## config.mk

```make
export PLATFORM = sky130hd
export DESIGN_NAME = minmod_slope_limiter_core
export DESIGN_NICKNAME = d
export VERILOG_FILES = /design/src/sv/mmsl_pkg.sv /design/src/sv/minmod_slope_limiter_core.sv /design/src/sv/mmsl_slope.sv /design/src/sv/mmsl_edge_check.sv /design/src/sv/mmsl_node_emit.sv
export VERILOG_INCLUDE_DIRS = /design/src /design/src/sv
export SDC_FILE = /design/constraint.sdc
export NUM_CORES = 2
export LEC_CHECK = 0
export BUFFER_PORTS_ARGS = -buffer_cell sky130_fd_sc_hd__buf_2
export CAP_MARGIN = 25
export CORE_MARGIN = 3
export CORE_UTILIZATION = 64
export CTS_BUF_LIST = sky130_fd_sc_hd__clkbuf_8 sky130_fd_sc_hd__clkbuf_16
export DETAILED_ROUTE_END_ITERATION = 10
export HOLD_SLACK_MARGIN = 0.03
export PLACE_DENSITY = 0.82
export SETUP_SLACK_MARGIN = 0.15
export SLEW_MARGIN = 15
export SYNTH_ARGS = -nofsm -noshare
export SYNTH_HDL_FRONTEND = slang
export SYNTH_SLANG_ARGS = --single-unit
```

## constraint.sdc

```tcl
create_clock -name clock -period 25.4 [get_ports clock]
set_clock_uncertainty 0.1 [all_clocks]
set_input_delay 5.08 -clock clock [delete_from_list [all_inputs] [get_ports clock]]
set_output_delay 5.08 -clock clock [all_outputs]
set_load 0.02 [all_outputs]
```

## src/sv/minmod_slope_limiter_core_defines.svh

```systemverilog
// Assertion macros used by the limiter RTL.
`ifndef MINMOD_SLOPE_LIMITER_CORE_DEFINES_SVH
`define MINMOD_SLOPE_LIMITER_CORE_DEFINES_SVH

// Same-cycle implication, disabled while reset is high.
`define MMSL_ASSERT_NOW(label, clk, rst, ante, cons, msg) \
   label: assert property (@(posedge clk) disable iff (rst) (ante) |-> (cons)) else $error(msg);

// Next-cycle implication, disabled while reset is high.
`define MMSL_ASSERT_NEXT(label, clk, rst, ante, cons, msg) \
   label: assert property (@(posedge clk) disable iff (rst) (ante) |=> (cons)) else $error(msg);

`endif

```

## src/sv/mmsl_pkg.sv

```systemverilog
package mmsl_pkg;

   localparam int VAL_W   = 32;  // port width of every value field
   localparam int SLOPE_W = 33;  // difference of two values
   localparam int POS_W   = 18;
   localparam int TOL_W   = 31;
   localparam int CNT_W   = 3;
   localparam int IDX_W   = 2;
   localparam int CSR_A_W = 3;
   localparam int POS_REGS = 4;
   localparam int PROD_W  = SLOPE_W + POS_W;
   localparam int CHK_W   = 36;  // room for 2*own +/- slope - 2*edge

   localparam logic [TOL_W-1:0] TOL_RESET   = TOL_W'(1);
   localparam logic [CNT_W-1:0] COUNT_RESET = CNT_W'(4);
   localparam logic signed [POS_W-1:0] POS_RESET_0 = -18'sd65536;
   localparam logic signed [POS_W-1:0] POS_RESET_1 = -18'sd29309;
   localparam logic signed [POS_W-1:0] POS_RESET_2 = 18'sd29309;
   localparam logic signed [POS_W-1:0] POS_RESET_3 = 18'sd65536;

   typedef enum logic [CSR_A_W-1:0] {
      CSR_TOLERANCE  = 3'd0,
      CSR_NODE_COUNT = 3'd1,
      CSR_NODE_POS_0 = 3'd2,
      CSR_NODE_POS_1 = 3'd3,
      CSR_NODE_POS_2 = 3'd4,
      CSR_NODE_POS_3 = 3'd5
   } csr_addr_type;

   // Limited slope with the values the edge test needs.
   typedef struct packed {
      logic                       valid;
      logic signed [SLOPE_W-1:0]  slope;
      logic signed [VAL_W-1:0]    own_avg;
      logic signed [VAL_W-1:0]    left_edge;
      logic signed [VAL_W-1:0]    right_edge;
   } slope_beat_type;

   // Element ready for node emission.
   typedef struct packed {
      logic                       valid;
      logic                       unchanged;
      logic signed [SLOPE_W-1:0]  slope;
      logic signed [VAL_W-1:0]    own_avg;
   } elem_beat_type;

endpackage

```

## src/sv/minmod_slope_limiter_core.sv

```systemverilog
// Minmod slope limiter for one solution component of one 1D element.
// Request channel: drive start high with the element's averages, neighbour
// flags and edge values; the beat is taken at a rising edge where busy is low.
// Response channel: rsp_valid marks each beat for exactly one cycle. An
// element that passes the edge test gives one beat with rsp_changed low;
// otherwise it gives one rebuilt value per node in use, rsp_node_index
// counting up, rsp_last on the final beat. The receiver cannot stall.
// Path: the edge that takes a beat loads the input register; the difference,
// minmod, edge test, node sequencer, multiply and round/saturate registers
// follow in order, and the front stages hold while busy is high.
// Throughput: the node sequencer emits one beat a cycle and keeps an element
// until its final beat (its only beat if unchanged); busy rises only while a
// finished element waits for the sequencer, so unchanged elements flow at one
// per cycle.
// Configuration: csr_ready is always high; write only while idle. Index 0
// tolerance, 1 node_count, 2..5 node positions; other indexes are ignored.
// Reset (synchronous, active high) empties the pipeline and restores the
// register defaults.
module minmod_slope_limiter_core #(
   parameter int MAX_NODES = 4,
   parameter int WORD_BITS = 32
) (
   input  logic                                  clock,
   input  logic                                  reset,
   input  logic                                  start,
   output logic                                  busy,
   input  logic signed [mmsl_pkg::VAL_W-1:0]     req_own_avg,
   input  logic signed [mmsl_pkg::VAL_W-1:0]     req_left_avg,
   input  logic                                  req_left_valid,
   input  logic signed [mmsl_pkg::VAL_W-1:0]     req_right_avg,
   input  logic                                  req_right_valid,
   input  logic signed [mmsl_pkg::VAL_W-1:0]     req_left_edge_value,
   input  logic signed [mmsl_pkg::VAL_W-1:0]     req_right_edge_value,
   output logic                                  rsp_valid,
   output logic [mmsl_pkg::IDX_W-1:0]            rsp_node_index,
   output logic signed [mmsl_pkg::VAL_W-1:0]     rsp_node_value,
   output logic                                  rsp_changed,
   output logic                                  rsp_last,
   input  logic                                  csr_valid,
   output logic                                  csr_ready,
   input  logic [mmsl_pkg::CSR_A_W-1:0]          csr_index,
   input  logic [mmsl_pkg::VAL_W-1:0]            csr_data
);

   // Values wider than 32 bits are still handled at 32.
   localparam int VAL_BITS = (WORD_BITS > 32) ? 32 : WORD_BITS;
   localparam int NODE_LIM = (MAX_NODES < mmsl_pkg::POS_REGS) ? MAX_NODES : mmsl_pkg::POS_REGS;

   logic [mmsl_pkg::TOL_W-1:0]          tolerance_ff;
   logic [mmsl_pkg::CNT_W-1:0]          node_count_ff;
   logic signed [mmsl_pkg::POS_W-1:0]   node_pos_ff [mmsl_pkg::POS_REGS];
   logic [mmsl_pkg::CSR_A_W-1:0]        pos_sel;

   mmsl_pkg::slope_beat_type            slope_beat;
   mmsl_pkg::elem_beat_type             elem_beat;
   logic                                take_ready, advance;
   logic [mmsl_pkg::VAL_W-1:0]          node_value;

   // Register file: every write beat lands at once.
   assign csr_ready = 1'b1;
   assign pos_sel   = csr_index - mmsl_pkg::CSR_A_W'(mmsl_pkg::CSR_NODE_POS_0);

   always_ff @(posedge clock) begin
      if (reset) begin
         tolerance_ff   <= mmsl_pkg::TOL_RESET;
         node_count_ff  <= mmsl_pkg::COUNT_RESET;
         node_pos_ff[0] <= mmsl_pkg::POS_RESET_0;
         node_pos_ff[1] <= mmsl_pkg::POS_RESET_1;
         node_pos_ff[2] <= mmsl_pkg::POS_RESET_2;
         node_pos_ff[3] <= mmsl_pkg::POS_RESET_3;
      end else if (csr_valid && csr_ready) begin
         unique case (csr_index) inside
            mmsl_pkg::CSR_TOLERANCE: begin
               tolerance_ff <= csr_data[mmsl_pkg::TOL_W-1:0];
            end
            mmsl_pkg::CSR_NODE_COUNT: begin
               node_count_ff <= csr_data[mmsl_pkg::CNT_W-1:0];
            end
            mmsl_pkg::CSR_NODE_POS_0, mmsl_pkg::CSR_NODE_POS_1,
            mmsl_pkg::CSR_NODE_POS_2, mmsl_pkg::CSR_NODE_POS_3: begin
               node_pos_ff[pos_sel[1:0]] <= csr_data[mmsl_pkg::POS_W-1:0];
            end
            default: begin
               // drop writes to unused indexes
            end
         endcase
      end
   end

   // Advance the whole front pipeline unless a finished element waits
   // for the node sequencer; hold the front pipeline in that case.
   assign advance = !elem_beat.valid || take_ready;
   assign busy    = !advance;

   mmsl_slope #(
      .VAL_BITS (VAL_BITS)
   ) u_slope (
      .clock            (clock),
      .reset            (reset),
      .advance          (advance),
      .accept           (start),
      .own_avg          (req_own_avg),
      .left_avg         (req_left_avg),
      .left_valid       (req_left_valid),
      .right_avg        (req_right_avg),
      .right_valid      (req_right_valid),
      .left_edge_value  (req_left_edge_value),
      .right_edge_value (req_right_edge_value),
      .slope_out        (slope_beat)
   );

   mmsl_edge_check u_edge_check (
      .clock     (clock),
      .reset     (reset),
      .advance   (advance),
      .tolerance (tolerance_ff),
      .slope_in  (slope_beat),
      .elem_out  (elem_beat)
   );

   mmsl_node_emit #(
      .VAL_BITS (VAL_BITS),
      .NODE_LIM (NODE_LIM)
   ) u_node_emit (
      .clock          (clock),
      .reset          (reset),
      .elem_in        (elem_beat),
      .node_count     (node_count_ff),
      .node_pos       (node_pos_ff),
      .take_ready     (take_ready),
      .rsp_valid      (rsp_valid),
      .rsp_node_index (rsp_node_index),
      .rsp_node_value (node_value),
      .rsp_changed    (rsp_changed),
      .rsp_last       (rsp_last)
   );

   assign rsp_node_value = $signed(node_value);

endmodule

```

## src/sv/mmsl_slope.sv

```systemverilog
module mmsl_slope #(
   parameter int VAL_BITS = 32
) (
   input  logic                                     clock,
   input  logic                                     reset,
   input  logic                                     advance,
   input  logic                                     accept,
   input  logic signed [mmsl_pkg::VAL_W-1:0]        own_avg,
   input  logic signed [mmsl_pkg::VAL_W-1:0]        left_avg,
   input  logic                                     left_valid,
   input  logic signed [mmsl_pkg::VAL_W-1:0]        right_avg,
   input  logic                                     right_valid,
   input  logic signed [mmsl_pkg::VAL_W-1:0]        left_edge_value,
   input  logic signed [mmsl_pkg::VAL_W-1:0]        right_edge_value,
   output mmsl_pkg::slope_beat_type                 slope_out
);

   localparam int SH = mmsl_pkg::VAL_W - VAL_BITS;
   localparam int SW = mmsl_pkg::SLOPE_W;

   // Input stage
   logic                                a_valid_ff;
   logic signed [mmsl_pkg::VAL_W-1:0]   a_own_ff, a_lavg_ff, a_ravg_ff, a_ul_ff, a_ur_ff;
   logic                                a_lval_ff, a_rval_ff;

   // Candidate stage
   logic                                b_valid_ff;
   logic signed [SW-1:0]                b_c0_ff, b_c1_ff, b_c2_ff;
   logic                                b_p1_ff, b_p2_ff;
   logic signed [mmsl_pkg::VAL_W-1:0]   b_own_ff, b_ul_ff, b_ur_ff;

   // Slope stage
   mmsl_pkg::slope_beat_type            c_ff;

   logic signed [mmsl_pkg::VAL_W-1:0]   t_own, t_lavg, t_ravg, t_ul, t_ur;
   logic [SW-1:0]                       m0, m1, m2, best01, best;
   logic                                pos0, kill;
   logic signed [SW-1:0]                slope_in;

   // Reduce each value to the active word width by sign extension.
   always_comb begin
      t_own  = (own_avg <<< SH) >>> SH;
      t_lavg = (left_avg <<< SH) >>> SH;
      t_ravg = (right_avg <<< SH) >>> SH;
      t_ul   = (left_edge_value <<< SH) >>> SH;
      t_ur   = (right_edge_value <<< SH) >>> SH;
   end

   always_ff @(posedge clock) begin
      if (reset) begin
         a_valid_ff <= 1'b0;
         b_valid_ff <= 1'b0;
         c_ff.valid <= 1'b0;
      end else if (advance) begin
         a_valid_ff <= accept;
         b_valid_ff <= a_valid_ff;
         c_ff.valid <= b_valid_ff;
      end

      if (advance) begin
         a_own_ff  <= t_own;
         a_lavg_ff <= t_lavg;
         a_ravg_ff <= t_ravg;
         a_ul_ff   <= t_ul;
         a_ur_ff   <= t_ur;
         a_lval_ff <= left_valid;
         a_rval_ff <= right_valid;

         b_c0_ff  <= SW'(a_ur_ff) - SW'(a_ul_ff);
         b_c1_ff  <= SW'(a_ravg_ff) - SW'(a_own_ff);
         b_c2_ff  <= SW'(a_own_ff) - SW'(a_lavg_ff);
         b_p1_ff  <= a_rval_ff;
         b_p2_ff  <= a_lval_ff;
         b_own_ff <= a_own_ff;
         b_ul_ff  <= a_ul_ff;
         b_ur_ff  <= a_ur_ff;

         c_ff.slope      <= slope_in;
         c_ff.own_avg    <= b_own_ff;
         c_ff.left_edge  <= b_ul_ff;
         c_ff.right_edge <= b_ur_ff;
      end
   end

   // Minmod: zero on any zero or sign mismatch, else smallest magnitude.
   always_comb begin
      m0   = b_c0_ff[SW-1] ? -b_c0_ff : b_c0_ff;
      m1   = b_c1_ff[SW-1] ? -b_c1_ff : b_c1_ff;
      m2   = b_c2_ff[SW-1] ? -b_c2_ff : b_c2_ff;
      pos0 = !b_c0_ff[SW-1];
      kill = (b_c0_ff == '0)
          || (b_p1_ff && ((b_c1_ff == '0) || (b_c1_ff[SW-1] == pos0)))
          || (b_p2_ff && ((b_c2_ff == '0) || (b_c2_ff[SW-1] == pos0)));
      best01 = (b_p1_ff && (m1 < m0)) ? m1 : m0;
      best   = (b_p2_ff && (m2 < best01)) ? m2 : best01;
      if (kill) begin
         slope_in = '0;
      end else if (pos0) begin
         slope_in = $signed(best);
      end else begin
         slope_in = -$signed(best);
      end
   end

   assign slope_out = c_ff;

endmodule

```

## src/sv/mmsl_edge_check.sv

```systemverilog
module mmsl_edge_check (
   input  logic                              clock,
   input  logic                              reset,
   input  logic                              advance,
   input  logic [mmsl_pkg::TOL_W-1:0]        tolerance,
   input  mmsl_pkg::slope_beat_type          slope_in,
   output mmsl_pkg::elem_beat_type           elem_out
);

   localparam int CW = mmsl_pkg::CHK_W;

   mmsl_pkg::elem_beat_type   d_ff;
   logic signed [CW-1:0]      own2, dl, dr;
   logic [CW-1:0]             mag_l, mag_r, tol2;
   logic                      unchanged_in;

   // Rebuilt edges against the given ones, all in doubled units.
   always_comb begin
      own2  = CW'(slope_in.own_avg) <<< 1;
      dl    = own2 - CW'(slope_in.slope) - (CW'(slope_in.left_edge) <<< 1);
      dr    = own2 + CW'(slope_in.slope) - (CW'(slope_in.right_edge) <<< 1);
      mag_l = dl[CW-1] ? -dl : dl;
      mag_r = dr[CW-1] ? -dr : dr;
      tol2  = {{(CW - mmsl_pkg::TOL_W - 1){1'b0}}, tolerance, 1'b0};
      unchanged_in = (mag_l < tol2) && (mag_r < tol2);
   end

   always_ff @(posedge clock) begin
      if (reset) begin
         d_ff.valid <= 1'b0;
      end else if (advance) begin
         d_ff.valid <= slope_in.valid;
      end

      if (advance) begin
         d_ff.unchanged <= unchanged_in;
         d_ff.slope     <= slope_in.slope;
         d_ff.own_avg   <= slope_in.own_avg;
      end
   end

   assign elem_out = d_ff;

endmodule

```

## src/sv/mmsl_node_emit.sv

```systemverilog
`include "minmod_slope_limiter_core_defines.svh"

module mmsl_node_emit #(
   parameter int VAL_BITS = 32,
   parameter int NODE_LIM = 4
) (
   input  logic                                     clock,
   input  logic                                     reset,
   input  mmsl_pkg::elem_beat_type                  elem_in,
   input  logic [mmsl_pkg::CNT_W-1:0]               node_count,
   input  logic signed [mmsl_pkg::POS_W-1:0]        node_pos [mmsl_pkg::POS_REGS],
   output logic                                     take_ready,
   output logic                                     rsp_valid,
   output logic [mmsl_pkg::IDX_W-1:0]               rsp_node_index,
   output logic [mmsl_pkg::VAL_W-1:0]               rsp_node_value,
   output logic                                     rsp_changed,
   output logic                                     rsp_last
);

   localparam int SW = mmsl_pkg::SLOPE_W;
   localparam int PW = mmsl_pkg::PROD_W;
   localparam int QW = PW - 17;
   localparam int SUMW = QW + 2;
   localparam logic signed [SUMW-1:0] SAT_HI = SUMW'((64'sd1 <<< (VAL_BITS - 1)) - 64'sd1);
   localparam logic signed [SUMW-1:0] SAT_LO = -SAT_HI - SUMW'(1);
   localparam logic [mmsl_pkg::VAL_W-1:0] VAL_MASK =
      mmsl_pkg::VAL_W'((64'd1 << VAL_BITS) - 64'd1);

   // Node sequencer
   logic                                e_busy_ff;
   logic                                e_unch_ff;
   logic signed [SW-1:0]                e_slope_ff;
   logic signed [mmsl_pkg::VAL_W-1:0]   e_own_ff;
   logic [mmsl_pkg::CNT_W-1:0]          e_cnt_ff;
   logic [mmsl_pkg::IDX_W-1:0]          e_idx_ff;
   logic                                e_last, take;
   logic [mmsl_pkg::CNT_W-1:0]          cnt_in;

   // Product stage
   logic                                p_valid_ff;
   logic signed [PW-1:0]                p_prod_ff;
   logic signed [mmsl_pkg::VAL_W-1:0]   p_own_ff;
   logic [mmsl_pkg::IDX_W-1:0]          p_idx_ff;
   logic                                p_changed_ff, p_last_ff;

   // Result register
   logic                                r_valid_ff;
   logic [mmsl_pkg::IDX_W-1:0]          r_idx_ff;
   logic [mmsl_pkg::VAL_W-1:0]          r_value_ff;
   logic                                r_changed_ff, r_last_ff;

   logic signed [PW:0]                  rounded;
   logic signed [QW-1:0]                q;
   logic signed [SUMW-1:0]              sum, sat;
   logic [mmsl_pkg::VAL_W-1:0]          value_in;

   assign e_last = e_unch_ff
      || (({1'b0, e_idx_ff} + mmsl_pkg::CNT_W'(1)) == e_cnt_ff);
   assign take_ready = !e_busy_ff || e_last;
   assign take = elem_in.valid && take_ready;

   // Clamp the node count to the positions on hand; a count of zero becomes one.
   always_comb begin
      if (node_count == '0) begin
         cnt_in = mmsl_pkg::CNT_W'(1);
      end else if (node_count > mmsl_pkg::CNT_W'(NODE_LIM)) begin
         cnt_in = mmsl_pkg::CNT_W'(NODE_LIM);
      end else begin
         cnt_in = node_count;
      end
   end

   always_ff @(posedge clock) begin
      if (reset) begin
         e_busy_ff  <= 1'b0;
         p_valid_ff <= 1'b0;
         r_valid_ff <= 1'b0;
      end else begin
         if (take) begin
            e_busy_ff <= 1'b1;
         end else if (e_last) begin
            e_busy_ff <= 1'b0;
         end
         p_valid_ff <= e_busy_ff;
         r_valid_ff <= p_valid_ff;
      end
   end

   always_ff @(posedge clock) begin
      if (take) begin
         e_unch_ff  <= elem_in.unchanged;
         e_slope_ff <= elem_in.slope;
         e_own_ff   <= elem_in.own_avg;
         e_cnt_ff   <= cnt_in;
         e_idx_ff   <= '0;
      end else if (e_busy_ff) begin
         e_idx_ff <= e_idx_ff + mmsl_pkg::IDX_W'(1);
      end

      p_prod_ff    <= e_slope_ff * node_pos[e_idx_ff];
      p_own_ff     <= e_own_ff;
      p_idx_ff     <= e_idx_ff;
      p_changed_ff <= !e_unch_ff;
      p_last_ff    <= e_last;

      r_idx_ff     <= p_changed_ff ? p_idx_ff : '0;
      r_value_ff   <= p_changed_ff ? value_in : '0;
      r_changed_ff <= p_changed_ff;
      r_last_ff    <= p_last_ff;
   end

   // Round half up on the 2^-17 scale, add the average, saturate.
   always_comb begin
      rounded  = (PW + 1)'(p_prod_ff) + (PW + 1)'(65536);
      q        = QW'(rounded >>> 17);
      sum      = SUMW'(p_own_ff) + SUMW'(q);
      if (sum > SAT_HI) begin
         sat = SAT_HI;
      end else if (sum < SAT_LO) begin
         sat = SAT_LO;
      end else begin
         sat = sum;
      end
      value_in = mmsl_pkg::VAL_W'(sat) & VAL_MASK;
   end

   assign rsp_valid      = r_valid_ff;
   assign rsp_node_index = r_idx_ff;
   assign rsp_node_value = r_value_ff;
   assign rsp_changed    = r_changed_ff;
   assign rsp_last       = r_last_ff;

   `MMSL_ASSERT_NOW(a_unchanged_single, clock, reset, rsp_valid && !rsp_changed, rsp_last && (rsp_node_index == '0) && (rsp_node_value == '0), "unchanged element must give a single zero beat")
   `MMSL_ASSERT_NEXT(a_nodes_back_to_back, clock, reset, rsp_valid && !rsp_last, rsp_valid && rsp_changed && (rsp_node_index == $past(rsp_node_index) + mmsl_pkg::IDX_W'(1)), "node beats must follow without gaps in index order")
   `MMSL_ASSERT_NOW(a_count_in_range, clock, reset, e_busy_ff, (e_cnt_ff != '0) && (e_cnt_ff <= mmsl_pkg::CNT_W'(NODE_LIM)), "node count outside the clamped range")

endmodule
```

==> run_results.csv <==
group,metric,value,unit
clock_network,cts-htree-levels,3,
worst_setup_path,cp-end-kind,"register",
timing,hold_viol,0,
clock_network,cts.sinks,845,
drt,vias,47500,
logic_synthesis,syn_avg_cell_area,10.1,sq um
cells_and_area,final_cell_mix,"inv_1, nand2_1, fa_1",
timing,fin_crit,10.79,ns
placed_design,hpwl,129000,um
drt,via_per_inst,5.89,
worst_hold_path,hold_class,"register to register",
logic_synthesis,synthArstFlopShare,0,%
timing,rsz0062_at_grt,"false",
timing,drv_slew,0,
logic_synthesis,ys_types,86,
global_routing,grt_start_max_net_pins,93,
global_routing,antenna_found_initial,10,
timing,slew_headroom,27.3,%
floorplanning,fp.dieH,326,um
drt,antenna_left,0,
drt,m1WireLength,62300,um
global_routing,track_usage,31.9,%
clock_network,clk_latency,0.69,ns
drt,wirelength,168000,um
drt,met2_length,82900,um
drt,drtPass1Iterations,6,
cells_and_area,area_delta_synth_final,8.14,%
logic_synthesis,ys_seq_elements,845,
clock_network,ctsHoldBuffers,0,
cells_and_area,nets,7917,
logic_synthesis,ys.flop_type,"edfxtp_1",
clock_network,path_clk_slew,0.06,ns
global_routing,grt_pass1_wl,264000,um
worst_setup_path,crit_fanout,82,
logic_synthesis,synthCells,6479,
drt,top_layer,"met5",
clock_network,cts_inserted_buffers,87,
flow_run,max-cap-violations,0,
clock_network,clockBufferDepth,3,
clock_network,root_buffer,"clkbuf_16",
floorplanning,pin_count,240,
worst_setup_path,crit_required,25.71,ns
logic_synthesis,ys.warnings.count,0,
worst_setup_path,cpPeakStageDelay,0.72,ns
logic_synthesis,ys_seq_area_share,35.3,%
floorplanning,fp.coreArea,101000,sq um
timing,tightestPinTransition,1.08,ns
logic_synthesis,synth_edf_count,623,
timing,setup_tns,0,ns
drt,met3_length,13000,um
cells_and_area,multi_input_area,38100,sq um
drt,wl_per_cell,20.8,um
worst_setup_path,crit_type,"register to register",
placed_design,io_buffers,237,
global_routing,gr-total-overflow,0,
floorplanning,start_util,65.1,%
timing,setup_viol,0,
drt,drcViolationCount,0,
clock_network,cts_tree,"built",
cells_and_area,layout.cells.most_common,"inv_1",
logic_synthesis,netlist_area,65600,sq um
timing,fin_crit_sh,42.5,%
clock_network,cts_setup_buffers,0,
outcome,outcome,"complete, no violations",
logic_synthesis,syn_nets,7767,
cells_and_area,fill_cells,7224,
placed_design,gp_congestion,0.975,
cells_and_area,register_area,23200,sq um
clock_network,cts_resized,0,
worst_setup_path,slowest_stage,"nor4_1",
worst_setup_path,crit_arrival,11.10,ns
cells_and_area,drive_gt1_share,7.24,%
floorplanning,dieArea,106000,sq um
drt,drt-initial-drc-count,3705,
worst_setup_path,crit_path_start_kind,"register",
global_routing,grt_pass1_vias,49400,
timing,fmax,0.0927,GHz
floorplanning,dieWidth,326,um
floorplanning,rows,116,
-- critical path: cells and delay by family (launching register included) --
kind,cells,cell delay (ns)
compound gates,7,1.40
xor+xnor,2,0.29
fa+ha+maj,3,0.88
buf+inv,4,1.34
flops,1,0.44
mux,2,0.82
simple gates,18,5.16
-- stage by stage --
| step | setup slack [ns] | cell area, sq um | std cells | hold WS (ns) | util, % |
|---|---|---|---|---|---|
| global placement | 14.79 | 68000 | 7894 | 0.214 | 67.4 |
| CTS | 14.67 | 70900 | 8052 | 0.227 | 70.3 |
| detailed placement | 14.70 | 68000 | 7895 | 0.227 | 67.4 |
| global route | 13.92 | 71000 | 8058 | 0.245 | 70.3 |
| finish | 14.61 | 71000 | 8060 | 0.228 | 70.4 |
| floorplan | 4.08 | 65600 | 6479 | 0.210 | - |
-- area by class of cell --
cell class / count / share of cell area (%)
diodes: 6 / 0.0212
clock buffers: 91 / 3.16
clock inverters: 66 / 0.956
inverters: 952 / 5.04
multi-input cells: 4473 / 53.7
flip-flops and latches: 845 / 32.6
well taps: 1357 / 2.39
repair buffers: 270 / 2.09
-- kinds of logic (layout without fill, tap and decap cells) --
logic type / Yosys count / count (layout) / synth area share [%]
other: 1 / 7 / 0.00571
DFF: 845 / 845 / 35.3
xor gates and xnor gates: 401 / 401 / 5.35
muxes: 55 / 55 / 1.20
buffers and inverters: 1161 / 1379 / 6.67
AOI/OAI and AO/OA: 1016 / 1016 / 9.78
and+or+nand+nor: 1913 / 1913 / 13.7
adders and majority gates: 1087 / 1087 / 28.0
-- state kept, by name (all words and copies together), names as in the netlist, 33 cells and up --
register and cells:
u_slope.slope_out 130, node_pos_ff 72, u_edge_check.elem_out 67, u_node_emit.p_prod_ff 35, u_node_emit.e_slope_ff 33, u_slope.b_c0_ff 33
u_slope.b_c1_ff 33, u_slope.b_c2_ff 33
-- final timing paths --
path,startpoint,endpoint,slack (ns),depth (start not counted)
min,u_node_emit.e_own_ff[2],u_node_emit.p_own_ff[2],0.23,0
max reg2reg,u_slope.b_c0_ff[4],u_slope.slope_out[128],14.61,36
min reg2reg,u_node_emit.e_own_ff[2],u_node_emit.p_own_ff[2],0.23,0
max,u_slope.b_c0_ff[4],u_slope.slope_out[128],14.61,36
-- metal layers --
layer | vias up | track usage [%]
li1 | 21900 | -
met1 | 23000 | 38.3
met2 | 2043 | 54.8
met3 | 542 | 6.18
met4 | 6 | 16.2
met5 | - | 0
-- cell usage after synthesis, drive strengths merged (24+ instances only) --
master	count	area [sq um]
ha	450	5630
edfxtp	623	18700
inv	952	3570
a21o	100	751
dfxtp	222	4440
o211ai	24	180
o31ai	53	398
fa	637	12800
nand2b	88	551
nor2b	47	294
clkbuf	166	623
a21oi	334	1670
o21a	52	390
nand3	111	556
or3	38	238
nand4	53	332
buf	43	180
mux2i	26	260
nor4	31	200
and2	177	1110
a31oi	36	225
nand2	854	3210
nor2	289	1090
xnor2	258	2260
and3	38	238
xor2	143	1250
a211oi	28	210
o21ai	214	1070
nor3	94	475
or2	32	200
Power is left out: the tool's default activity adds up to more than one toggle a clock period on the data nets, which glitch-free logic cannot reach.
